[src/rtl/crc32fc_pkg.sv]
// Package for the CRC-32 frame checker: constants, the result beat type and
// the reflected CRC-32 update functions. No dependencies.
`timescale 1ns / 1ps

package crc32fc_pkg;

  // Field and register widths.
  localparam int DATA_W   = 32;
  localparam int FW_W     = 19;
  localparam int IDX_W    = 18;
  localparam int CNT_W    = 32;
  localparam int APB_AW   = 3;
  localparam int APB_DW   = 32;

  // Frame length limits and the register reset value.
  localparam int MAX_FRAME_WORDS = 262144;
  localparam int MIN_FRAME_WORDS = 2;
  localparam logic [FW_W-1:0] FRAME_WORDS_RST = FW_W'(MAX_FRAME_WORDS);

  // Every SampleStep-th word is checked against its index.
  localparam int SAMPLE_STEP_LG = 6;
  localparam int SampleStep     = 1 << SAMPLE_STEP_LG;

  // Register indexes.
  localparam logic REG_FRAME_WORDS = 1'b0;

  // CRC constants.
  localparam logic [DATA_W-1:0] CRC_POLY     = 32'hEDB8_8320;
  localparam logic [DATA_W-1:0] CRC_ALL_ONES = 32'hFFFF_FFFF;

  // One result beat.
  typedef struct packed {
    logic              frame_ok;
    logic              crc_bad;
    logic              pattern_bad;
    logic [DATA_W-1:0] computed_crc;
    logic [CNT_W-1:0]  fail_count;
    logic [CNT_W-1:0]  frame_count;
  } result_t;

  // Reflected CRC-32 update over one byte, one bit per step.
  function automatic logic [DATA_W-1:0] crc_byte(input logic [DATA_W-1:0] crc,
                                                 input logic [7:0] data);
    logic [DATA_W-1:0] c;
    c = crc ^ {24'h0, data};
    for (int k = 0; k < 8; k++) begin
      if (c[0]) begin
        c = (c >> 1) ^ CRC_POLY;
      end else begin
        c = c >> 1;
      end
    end
    return c;
  endfunction

  // Update over a full word, low byte first.
  function automatic logic [DATA_W-1:0] crc_word(input logic [DATA_W-1:0] crc,
                                                 input logic [DATA_W-1:0] w);
    logic [DATA_W-1:0] c;
    c = crc_byte(crc, w[7:0]);
    c = crc_byte(c, w[15:8]);
    c = crc_byte(c, w[23:16]);
    c = crc_byte(c, w[31:24]);
    return c;
  endfunction

endpackage

[src/rtl/crc32_frame_checker_unit.sv]
// Flow: a check word's result goes from the input register into the result
// register; data words give no result. Throughput: one word per cycle while
// no check word waits on a stalled result, set by the four-byte CRC update.
// A stalled result holds back only a following check word and what follows it.
// Reset (rst_n, synchronous) empties both registers, clears the frame state
// and counters, and sets frame_words to 262144.
`timescale 1ns / 1ps

module crc32_frame_checker_unit
  import crc32fc_pkg::*;
(
  input  logic              clk,
  input  logic              rst_n,
  input  logic              psel,
  input  logic              penable,
  input  logic              pwrite,
  input  logic [APB_AW-1:0] paddr,
  input  logic [APB_DW-1:0] pwdata,
  output logic [APB_DW-1:0] prdata,
  output logic              pready,
  input  logic              in_valid,
  output logic              in_ready,
  input  logic [DATA_W-1:0] in_data_word,
  output logic              out_valid,
  input  logic              out_ready,
  output logic              out_frame_ok,
  output logic              out_crc_bad,
  output logic              out_pattern_bad,
  output logic [DATA_W-1:0] out_computed_crc,
  output logic [CNT_W-1:0]  out_fail_count,
  output logic [CNT_W-1:0]  out_frame_count
);

  logic [IDX_W-1:0] last_idx;
  logic             res_valid;
  logic             res_ready;
  result_t          res;
  result_t          out_res;

  // Configuration register.
  crc32fc_cfg_regs u_cfg (
    .clk      (clk),
    .rst_n    (rst_n),
    .psel     (psel),
    .penable  (penable),
    .pwrite   (pwrite),
    .paddr    (paddr),
    .pwdata   (pwdata),
    .prdata   (prdata),
    .pready   (pready),
    .last_idx (last_idx)
  );

  // Input register and frame checking.
  crc32fc_frame_core u_core (
    .clk          (clk),
    .rst_n        (rst_n),
    .in_valid     (in_valid),
    .in_ready     (in_ready),
    .in_data_word (in_data_word),
    .last_idx     (last_idx),
    .res_valid    (res_valid),
    .res_ready    (res_ready),
    .res          (res)
  );

  // Result register.
  crc32fc_out_reg u_out (
    .clk       (clk),
    .rst_n     (rst_n),
    .res_valid (res_valid),
    .res_ready (res_ready),
    .res       (res),
    .out_valid (out_valid),
    .out_ready (out_ready),
    .out_res   (out_res)
  );

  assign out_frame_ok     = out_res.frame_ok;
  assign out_crc_bad      = out_res.crc_bad;
  assign out_pattern_bad  = out_res.pattern_bad;
  assign out_computed_crc = out_res.computed_crc;
  assign out_fail_count   = out_res.fail_count;
  assign out_frame_count  = out_res.frame_count;

  // A pattern failure is only reported when the CRC matched.
  a_excl_flags: assert property (@(posedge clk) disable iff (!rst_n)
    out_valid |-> !(out_crc_bad && out_pattern_bad))
    else $error("crc_bad and pattern_bad both set");

  // The frame passes exactly when neither check failed.
  a_ok_flag: assert property (@(posedge clk) disable iff (!rst_n)
    out_valid |-> (out_frame_ok == !(out_crc_bad || out_pattern_bad)))
    else $error("frame_ok disagrees with the failure flags");

  // A result beat taken is never shown again with the same frame count.
  a_no_repeat: assert property (@(posedge clk) disable iff (!rst_n)
    (out_valid && out_ready) |=>
      (!out_valid || (out_frame_count != $past(out_frame_count))))
    else $error("result beat repeated");

  // A stalled result never lets a new result be loaded over it.
  a_res_hold: assert property (@(posedge clk) disable iff (!rst_n)
    (out_valid && !out_ready) |-> !res_ready)
    else $error("result register overwritten while stalled");

endmodule

[src/rtl/crc32fc_cfg_regs.sv]
// APB configuration register for the frame checker: holds frame_words and
// the clamped index of the check word. Depends on crc32fc_pkg.
`timescale 1ns / 1ps

module crc32fc_cfg_regs
  import crc32fc_pkg::*;
(
  input  logic              clk,
  input  logic              rst_n,
  input  logic              psel,
  input  logic              penable,
  input  logic              pwrite,
  input  logic [APB_AW-1:0] paddr,
  input  logic [APB_DW-1:0] pwdata,
  output logic [APB_DW-1:0] prdata,
  output logic              pready,
  output logic [IDX_W-1:0]  last_idx
);

  logic [FW_W-1:0]  frame_words_r;
  logic [FW_W-1:0]  frame_words_nxt;
  logic [IDX_W-1:0] last_idx_r;
  logic [IDX_W-1:0] last_idx_nxt;
  logic             reg_idx;
  logic             wr_en;

  // Register index is the word address; low address bits are ignored.
  assign reg_idx = paddr[APB_AW-1];
  assign wr_en   = psel && penable && pwrite && (reg_idx == REG_FRAME_WORDS);
  assign pready  = 1'b1;

  // Read data.
  always_comb begin
    prdata = '0;
    case (reg_idx)
      REG_FRAME_WORDS: prdata = APB_DW'(frame_words_r);
      default:         prdata = '0;
    endcase
  end

  // Write path and clamp of the frame length to its legal range. The clamp
  // follows the value being written so both registers change together.
  always_comb begin
    frame_words_nxt = frame_words_r;
    if (wr_en) begin
      frame_words_nxt = pwdata[FW_W-1:0];
    end
    if (frame_words_nxt < FW_W'(MIN_FRAME_WORDS)) begin
      last_idx_nxt = IDX_W'(MIN_FRAME_WORDS - 1);
    end else if (frame_words_nxt > FW_W'(MAX_FRAME_WORDS)) begin
      last_idx_nxt = IDX_W'(MAX_FRAME_WORDS - 1);
    end else begin
      last_idx_nxt = IDX_W'(frame_words_nxt - FW_W'(1));
    end
  end

  always_ff @(posedge clk) begin
    if (!rst_n) begin
      frame_words_r <= FRAME_WORDS_RST;
      last_idx_r    <= IDX_W'(MAX_FRAME_WORDS - 1);
    end else begin
      frame_words_r <= frame_words_nxt;
      last_idx_r    <= last_idx_nxt;
    end
  end

  assign last_idx = last_idx_r;

endmodule

[src/rtl/crc32fc_frame_core.sv]
// Input register and per-frame state of the frame checker: runs the CRC,
// the sampled index check and the frame counters. Depends on crc32fc_pkg.
`timescale 1ns / 1ps

module crc32fc_frame_core
  import crc32fc_pkg::*;
(
  input  logic              clk,
  input  logic              rst_n,
  input  logic              in_valid,
  output logic              in_ready,
  input  logic [DATA_W-1:0] in_data_word,
  input  logic [IDX_W-1:0]  last_idx,
  output logic              res_valid,
  input  logic              res_ready,
  output result_t           res
);

  logic              s1_valid_r, s1_valid_nxt;
  logic [DATA_W-1:0] s1_word_r, s1_word_nxt;
  logic [IDX_W-1:0]  idx_r, idx_nxt;
  logic [DATA_W-1:0] crc_r, crc_nxt;
  logic              mis_r, mis_nxt;
  logic [CNT_W-1:0]  fail_cnt_r, fail_cnt_nxt;
  logic [CNT_W-1:0]  frame_cnt_r, frame_cnt_nxt;

  logic              is_check;
  logic              advance;
  logic              sampled;
  logic [DATA_W-1:0] final_crc;
  logic              crc_bad;
  logic              pattern_bad;
  logic              fail;

  // The held beat is the check word once the index reaches the last slot.
  assign is_check  = idx_r >= last_idx;
  assign advance   = s1_valid_r && (!is_check || res_ready);
  assign in_ready  = !s1_valid_r || advance;
  assign res_valid = s1_valid_r && is_check;

  // Check word evaluation.
  assign final_crc   = crc_r ^ CRC_ALL_ONES;
  assign crc_bad     = s1_word_r != final_crc;
  assign pattern_bad = !crc_bad && mis_r;
  assign fail        = crc_bad || pattern_bad;
  assign sampled     = (idx_r[SAMPLE_STEP_LG-1:0] == '0) &&
                       (s1_word_r != DATA_W'(idx_r));

  // Counter values that include this frame.
  assign fail_cnt_nxt  = advance && is_check ? fail_cnt_r + CNT_W'(fail) : fail_cnt_r;
  assign frame_cnt_nxt = advance && is_check ? frame_cnt_r + CNT_W'(1) : frame_cnt_r;

  always_comb begin
    res.frame_ok     = !fail;
    res.crc_bad      = crc_bad;
    res.pattern_bad  = pattern_bad;
    res.computed_crc = final_crc;
    res.fail_count   = fail_cnt_r + CNT_W'(fail);
    res.frame_count  = frame_cnt_r + CNT_W'(1);
  end

  // Input register.
  always_comb begin
    s1_valid_nxt = s1_valid_r;
    s1_word_nxt  = s1_word_r;
    if (in_ready) begin
      s1_valid_nxt = in_valid;
      s1_word_nxt  = in_data_word;
    end
  end

  // Frame state update.
  always_comb begin
    idx_nxt = idx_r;
    crc_nxt = crc_r;
    mis_nxt = mis_r;
    if (advance) begin
      if (is_check) begin
        idx_nxt = '0;
        crc_nxt = CRC_ALL_ONES;
        mis_nxt = 1'b0;
      end else begin
        idx_nxt = idx_r + IDX_W'(1);
        crc_nxt = crc_word(crc_r, s1_word_r);
        mis_nxt = mis_r || sampled;
      end
    end
  end

  always_ff @(posedge clk) begin
    if (!rst_n) begin
      s1_valid_r  <= 1'b0;
      idx_r       <= '0;
      crc_r       <= CRC_ALL_ONES;
      mis_r       <= 1'b0;
      fail_cnt_r  <= '0;
      frame_cnt_r <= '0;
    end else begin
      s1_valid_r  <= s1_valid_nxt;
      idx_r       <= idx_nxt;
      crc_r       <= crc_nxt;
      mis_r       <= mis_nxt;
      fail_cnt_r  <= fail_cnt_nxt;
      frame_cnt_r <= frame_cnt_nxt;
    end
  end

  // Payload register needs no reset.
  always_ff @(posedge clk) begin
    s1_word_r <= s1_word_nxt;
  end

endmodule

[src/rtl/crc32fc_out_reg.sv]
// Result register of the frame checker: holds one result beat until the
// consumer takes it. Depends on crc32fc_pkg.
`timescale 1ns / 1ps

module crc32fc_out_reg
  import crc32fc_pkg::*;
(
  input  logic    clk,
  input  logic    rst_n,
  input  logic    res_valid,
  output logic    res_ready,
  input  result_t res,
  output logic    out_valid,
  input  logic    out_ready,
  output result_t out_res
);

  logic    out_valid_r, out_valid_nxt;
  result_t out_res_r, out_res_nxt;
  logic    load;

  // Load a new beat when the register is empty or being drained.
  assign res_ready = !out_valid_r || out_ready;
  assign load      = res_valid && res_ready;

  always_comb begin
    out_valid_nxt = out_valid_r;
    out_res_nxt   = out_res_r;
    if (res_ready) begin
      out_valid_nxt = res_valid;
    end
    if (load) begin
      out_res_nxt = res;
    end
  end

  always_ff @(posedge clk) begin
    if (!rst_n) begin
      out_valid_r <= 1'b0;
    end else begin
      out_valid_r <= out_valid_nxt;
    end
  end

  always_ff @(posedge clk) begin
    out_res_r <= out_res_nxt;
  end

  assign out_valid = out_valid_r;
  assign out_res   = out_res_r;

endmodule
[config.mk]
export PLATFORM = sky130hd
export DESIGN_NAME = crc32_frame_checker_unit
export DESIGN_NICKNAME = d
export VERILOG_FILES = /design/src/rtl/crc32fc_pkg.sv /design/src/rtl/crc32_frame_checker_unit.sv /design/src/rtl/crc32fc_cfg_regs.sv /design/src/rtl/crc32fc_frame_core.sv /design/src/rtl/crc32fc_out_reg.sv
export SDC_FILE = /design/constraint.sdc
export NUM_CORES = 1
export LEC_CHECK = 0
export ABC_AREA = 1
export BUFFER_PORTS_ARGS = -buffer_cell sky130_fd_sc_hd__buf_2
export CORE_ASPECT_RATIO = 0.6
export CORE_UTILIZATION = 55
export CTS_BUF_LIST = sky130_fd_sc_hd__clkbuf_8
export CTS_CLUSTER_DIAMETER = 120
export DETAILED_ROUTE_END_ITERATION = 8
export PLACE_DENSITY = 0.76
export SYNTH_ARGS = -nofsm -noshare
export SYNTH_HDL_FRONTEND = slang
export SYNTH_SLANG_ARGS = --single-unit
[constraint.sdc]
create_clock -name clk -period 7.3 [get_ports clk]
set_input_delay 0.365 -clock clk [delete_from_list [all_inputs] [get_ports clk]]
set_output_delay 0.365 -clock clk [all_outputs]
set_load 0.005 [all_outputs]
# After elaboration in Yosys (flattened, before gate mapping)

Index checks and enable logic that the tools add are counted.

Eq/ne operators: 2
Bitwise gates (word level): 39
Divide/modulo/power cells: 0
Magnitude comparators: 3
Add/sub/neg operators: 4
Reduce and logical (&&, ||, !) cells: 21
Multipliers: 0
Muxes and demuxes: 101
Shifts and indexed selects: 0

Operators by type and width:

| operator                                                    | number |
|---|---|
| two-way mux 32 bit                                          | 95 |
| inverter 13 -> 14 bit                                       | 32 |
| XOR 32 x 8 -> 32 bit                                        | 4 |
| two-way mux 18 bit                                          | 3 |
| two-way mux 19 bit                                          | 2 |
| adder 32 x 1 -> 32 bit                                      | 1 |
| adder 32 x 1 -> 32 bit, second input constant               | 1 |
| != test 32 x 18 -> 1 bit                                    | 1 |
| != test 32 bit                                              | 1 |
| inverter 32 bit                                             | 1 |
| greater-than comparator 19 bit, second input constant       | 1 |
| less-than comparator 19 x 2 -> 1 bit, second input constant | 1 |
| adder 18 x 1 -> 18 bit, second input constant               | 1 |
| >= comparator 18 bit                                        | 1 |
| subtractor 18 x 1 -> 18 bit, second input constant          | 1 |
| logical AND 1 bit                                           | 9 |
| logical NOT 6 bit                                           | 1 |
| logical NOT 1 bit                                           | 5 |
| logical OR 1 bit                                            | 5 |
| OR reduction 3 bit                                          | 1 |
| inverter 1 bit                                              | 2 |
| two-way mux 1 bit                                           | 1 |

Word-level logic and storage cells: 187
Register bits after elaboration: 285
Bits in read-only memories: 0
Latch bits: 0
RAM bits: 0
Memories: 0

# Longest topological paths before layout

Depth in word-level cells: 131
Gate-level depth with buffers: 30

# Cells and area by module

A second synthesis with hierarchy kept.

Cell total of the unflattened synthesis: 2313
Area, all modules: 17282.8 um^2

Modules (own cells, without submodules):

| module             | area an instance (um^2) | sequential area each (um^2) | cells an instance | instances |
|---|---|---|---|---|
| crc32fc_frame_core | 11939.0                 | 3283.1                      | 1827              | 1 |
| crc32fc_out_reg    | 3024.2                  | 2992.9                      | 106               | 1 |
| crc32fc_cfg_regs   | 2319.7                  | 740.7                       | 380               | 1 |

# Worst setup path after synthesis

Ideal clock, no wire load.

Path type: reg2reg
Start: reg u_core.idx_r[7]
End: reg u_out.out_res_r (netlist bit u_out.out_res[0]) (enable)
Slack: 1.937 ns
Buffers on the path: 1
Clock period less this slack: 5.363 ns
Arrival time: 4.861 ns
Stages on the path, launching flop included: 12
Cells stage by stage: dfxtp_1 ha_1 a21oi_1 nor2_1 a211oi_1 o21ai_0 a21oi_1 nand3_1 nand2_1 nand2_1 nor2_1 clkbuf_1

Word-level cells in the longest chain between the ends: 3

Ends and longest elaborated chain:

| element                  | line                      | text |
|---|---|---|
| start: declaration       | crc32fc_frame_core.sv:21  | `logic [IDX_W-1:0] idx_r, idx_nxt;` |
| start signal: assignment | crc32fc_frame_core.sv:100 | `idx_r <= idx_nxt;` |
| >= comparator 18 bit     | crc32fc_frame_core.sv:36  | `assign is_check = idx_r >= last_idx;` |
| logical AND 1 bit        | crc32fc_frame_core.sv:39  | `assign res_valid = s1_valid_r && is_check;` |
| logical AND 1 bit        | crc32fc_out_reg.sv:24     | `assign load = res_valid && res_ready;` |
| via u_out.load           | crc32fc_out_reg.sv:20     | `logic load;` |
| end signal: assignment   | crc32fc_out_reg.sv:46     | `out_res_r <= out_res_nxt;` |
| end: declaration         | crc32fc_out_reg.sv:19     | `result_t out_res_r, out_res_nxt;` |

The timed path passes the listed nets, and every way through them passes these cells.
A chain may end at the register's enable or synchronous reset.

==> metrics.md <==
| Metric | Value |
|---|---|
| Status | finished, final reports clean |
| Overall Global Routing Usage | 33.21% |
| Startpoint of the lowest-slack register-to-register path | u_core.s1_word_r[14] |
| Combinational family with the most area after synthesis | simple AND/OR/NAND/NOR gates |
| DRC errors left | 0 |
| Main synth FF type | sky130_fd_sc_hd__dfxtp_1 |
| Slew at the pin with the worst max-slew slack | 1002 ps |
| Maximum frequency from static timing analysis | 0.1934 GHz |
| Flip-flop and latch area | 7017 µm² |
| Worst min path class | primary input to register |
| Worst-case hold slack | 48.50 ps |
| Type of destination of the critical path | register |
| Post-route antenna net violation count | 0 |
| Yosys warnings | 0 |
| Die Y-Extent | 139.7 µm |
| Placement row count | 50 |
| Logic depth of the worst register-to-register path | 28 |
| Fin crit share | 70.84% |
| Wirelength per Cell | 18.73 µm |
| Adder-cell share of the synthesized area | 1.943% |
| H-tree levels | 2 |
| Antenna violations before repair | 0 |
| Number of I/O port buffers | 178 |
| Grt met2 use | 45.04% |
| Overall die width | 231.6 µm |
| Crit path required time | 7800 ps |
| Core box area | 31,150 µm² |
| Synth async-reset ratio | 0% |
| Vias after detailed routing | 15,965 |
| Setup CP Type | register to register |
| Final hold violations | 0 |
| Pre-antenna DRT Iters | 8 |
| Clock Path Buffers | 3 |
| Bufs and invs on worst path | 1 |
| Final #Nets | 2,552 |
| Share of post-route cells with drive strength above 1 | 19.26% |
| Netlist area before placement | 17,390 µm² |
| I/O pin count | 208 |
| Max transition margin | 32.73% |
| Detailed Route WL | 54,360 µm |
| Clock tree sinks | 285 |
| Critical path's top delay family | simple AND/OR/NAND/NOR gates |
| Most heavily used metal layer in global routing | met1 |
| Max-cap viol count | 0 |
| Number of enable flip-flop cells after synthesis | 131 |
| GR met3 Demand/Resource | 11.45% |
| Synth area leaders | sky130_fd_sc_hd__edfxtp_1 (23%), sky130_fd_sc_hd__dfxtp_1 (18%), sky130_fd_sc_hd__nand2_1 (12%), sky130_fd_sc_hd__xor2_1 (8.0%), sky130_fd_sc_hd__nand3_1 (4.9%) |
| Area added between synthesis and finish | 14.73% |
| Post-synthesis register bit count | 285 |
| Post-synthesis cell type count | 59 |
| CTS resizes | 0 |
| Estimated wirelength of the detail-placed design | 41,530 µm |
| Fraction of the mapped netlist area in simple logic gates | 31.20% |
| Hold-critical path depth | 3 |
| Hold Crit Endpoint | u_core.s1_valid_r |
| Setup repair after global routing missed its margin | false |
| Setup violators final | 0 |
| Xor/xnor cell area share of the yosys netlist | 10.67% |
| Hold bufs inserted after CTS | 32 |
| Clock skew | 32.24 ps |
| Clock insertion delay at the later pin of the skew report | 580 ps |
| Period minus WS final | 5171 ps |
| Fillers | 2,714 |
| Post-synthesis sequential area ratio | 40.35% |
| Reg-to-reg slack, setup | 2130 ps |
| Max-slew violation total from the final report | 0 |
| Reg2reg end | u_core.fail_cnt_r[30] |
| Top cell by count, worst path | sky130_fd_sc_hd__nor2_1 |
| Avg Inst Size Synth | 7.781 µm² |
| Routing usage on met1 | 50.80% |
| Wire length of the first global-routing pass | 81,420 µm |
| Placed Cells incl. Taps | 2,789 |
| TritonCTS Buffers | 44 |
| Worst hold path startpoint | in_valid |
| Largest area contributor in the netlist | sky130_fd_sc_hd__edfxtp_1 |
| Maximum number of pins on one net before global-route repair | 97 |
| CTS tree | built |
| Launching element type of the critical path | register |
| Largest stage delay on the critical path | 610 ps |
| Multiplexer share of the synthesized area | 0% |
| Filler-free cell count of the finished design | 2,903 |
| Number of post-CTS setup repair buffers | 0 |
| CP max-delay cell | sky130_fd_sc_hd__nor4_1 |
| Fraction of synthesized cell area taken by the top area cell type | 22.62% |
| 1st-iter DRT viols | 2,074 |
| Synthesized-area fraction occupied by ao, oa, aoi and oai cells | 8.202% |
| Number of antenna diodes | 0 |
| Placement-stage cell area | 18,600 µm² |
| Gpl congestion | 1.052 |
| Die area | 32,360 µm² |
| Average via count per standard cell | 5.499 |
| GRT overflow | 0 |
| Post-CTS clock slew at the launch and capture registers of the worst setup and hold paths | 70 ps |
| Worst endpoint data arrival time | 5670 ps |
| Synth Instances | 2,235 |
| Peak fanout along the critical path | 4 |
| Number of global-route vias before repair | 14,336 |
| Post-route cell area | 19,950 µm² |
| Total area of multi-input combinational cells | 9107 µm² |
| Initial core utilization | 55.82% |
| CTS Root Buffer Type | sky130_fd_sc_hd__clkbuf_8 |
| Post-Route Setup TNS | 0 ps |
## per-stage QoR
stage               utilization, %  setup WS, ps
finish                       64.04          2129
global route                 64.04          1942
CTS                          64.04          2355
detailed placement           59.71          2461
global placement             59.71          2485
floorplan                        -          1937
## cell usage after synthesis (27+ instances only)
| library cell | number |
|---|---|
| sky130_fd_sc_hd__inv_1 | 219 |
| sky130_fd_sc_hd__dfxtp_1 | 154 |
| sky130_fd_sc_hd__nand2_4 | 40 |
| sky130_fd_sc_hd__nand3_1 | 172 |
| sky130_fd_sc_hd__o21ai_0 | 108 |
| sky130_fd_sc_hd__nor2_1 | 171 |
| sky130_fd_sc_hd__edfxtp_1 | 131 |
| sky130_fd_sc_hd__ha_1 | 27 |
| sky130_fd_sc_hd__xor2_1 | 159 |
| sky130_fd_sc_hd__xnor2_1 | 36 |
| sky130_fd_sc_hd__inv_2 | 41 |
| sky130_fd_sc_hd__a21oi_1 | 102 |
| sky130_fd_sc_hd__nand2_2 | 71 |
| sky130_fd_sc_hd__nand2_1 | 572 |
| sky130_fd_sc_hd__clkbuf_1 | 33 |
## worst register-to-register path, delay by kind of cell, from the launching register on
family	cells	cell delay [ps]
buf+inv	1	70
simple gates	21	2810
compound gates	2	620
flops	1	450
xor+xnor	2	720
fa+ha+maj	2	420
## kinds of logic (layout without fill, tap and decap cells)
kind of cell | after synthesis | after routing
other | 2 | 14
AOI/OAI and AO/OA | 261 | 261
DFF | 285 | 285
buffers and inverters | 325 | 565
and+or+nand+nor | 1133 | 1133
xor gates and xnor gates | 202 | 202
adders and majority gates | 27 | 27
## registers in the layout, indices dropped and copies added (netlist names)
register and cells:
u_core.fail_cnt_r 32, u_cfg.frame_words_r 19, u_cfg.last_idx 18, u_core.s1_valid_r 1, u_out.out_res 99, u_out.out_valid 1, u_core.frame_cnt_r 32, u_core.s1_word_r 32
u_core.idx_r 18, u_core.crc_r 32, u_core.mis_r 1
## cell usage in the layout (no fill, tap or decap), types with 16 or more instances in the layout
master	n
sky130_fd_sc_hd__nand2_4	40
sky130_fd_sc_hd__xor2_1	159
sky130_fd_sc_hd__dfxtp_1	154
sky130_fd_sc_hd__edfxtp_1	131
sky130_fd_sc_hd__nor2_1	170
sky130_fd_sc_hd__dlygate4sd3_1	32
sky130_fd_sc_hd__inv_1	228
sky130_fd_sc_hd__ha_1	27
sky130_fd_sc_hd__nand3_1	172
sky130_fd_sc_hd__nand2_1	571
sky130_fd_sc_hd__a21oi_1	102
sky130_fd_sc_hd__nand3_2	22
sky130_fd_sc_hd__clkbuf_8	54
sky130_fd_sc_hd__nand2_2	72
sky130_fd_sc_hd__o21ai_0	108
sky130_fd_sc_hd__buf_2	178
sky130_fd_sc_hd__xnor2_1	36
sky130_fd_sc_hd__nand4_1	16
sky130_fd_sc_hd__inv_2	41
## cell type report
type	count	share of cell area [%]
clock inverter	28	1.442
sequential	285	35.17
multi-input combinational	1637	45.64
inverter	265	5.042
timing repair buffer	218	6.371
tap	416	2.609
clock buffer	54	3.725
## metal layers
metal	part of all wire [%]	up-vias
li1	-	7639
met1	46	7504
met2	39	776
met3	14	46
met4	1.1	0
met5	0	-
## worst max-delay path by stage
stage	startpoint	end	slack, ps	depth (start not counted)
2_1_floorplan	u_core.idx_r[7]	u_out.out_res[0]	1940	11
3_3_place_gp	u_core.s1_word_r[14]	u_core.fail_cnt_r[30]	2480	28
3_5_place_dp	u_core.s1_word_r[14]	u_core.fail_cnt_r[30]	2460	28
4_1_cts	u_core.s1_word_r[14]	u_core.fail_cnt_r[30]	2350	28
5_1_grt	u_core.s1_word_r[14]	u_core.fail_cnt_r[30]	1940	28
6_report	u_core.s1_word_r[14]	u_core.fail_cnt_r[30]	2130	28
Power is left out: the tool's default activity adds up to more than one toggle a clock period on the data nets, which glitch-free logic cannot reach.
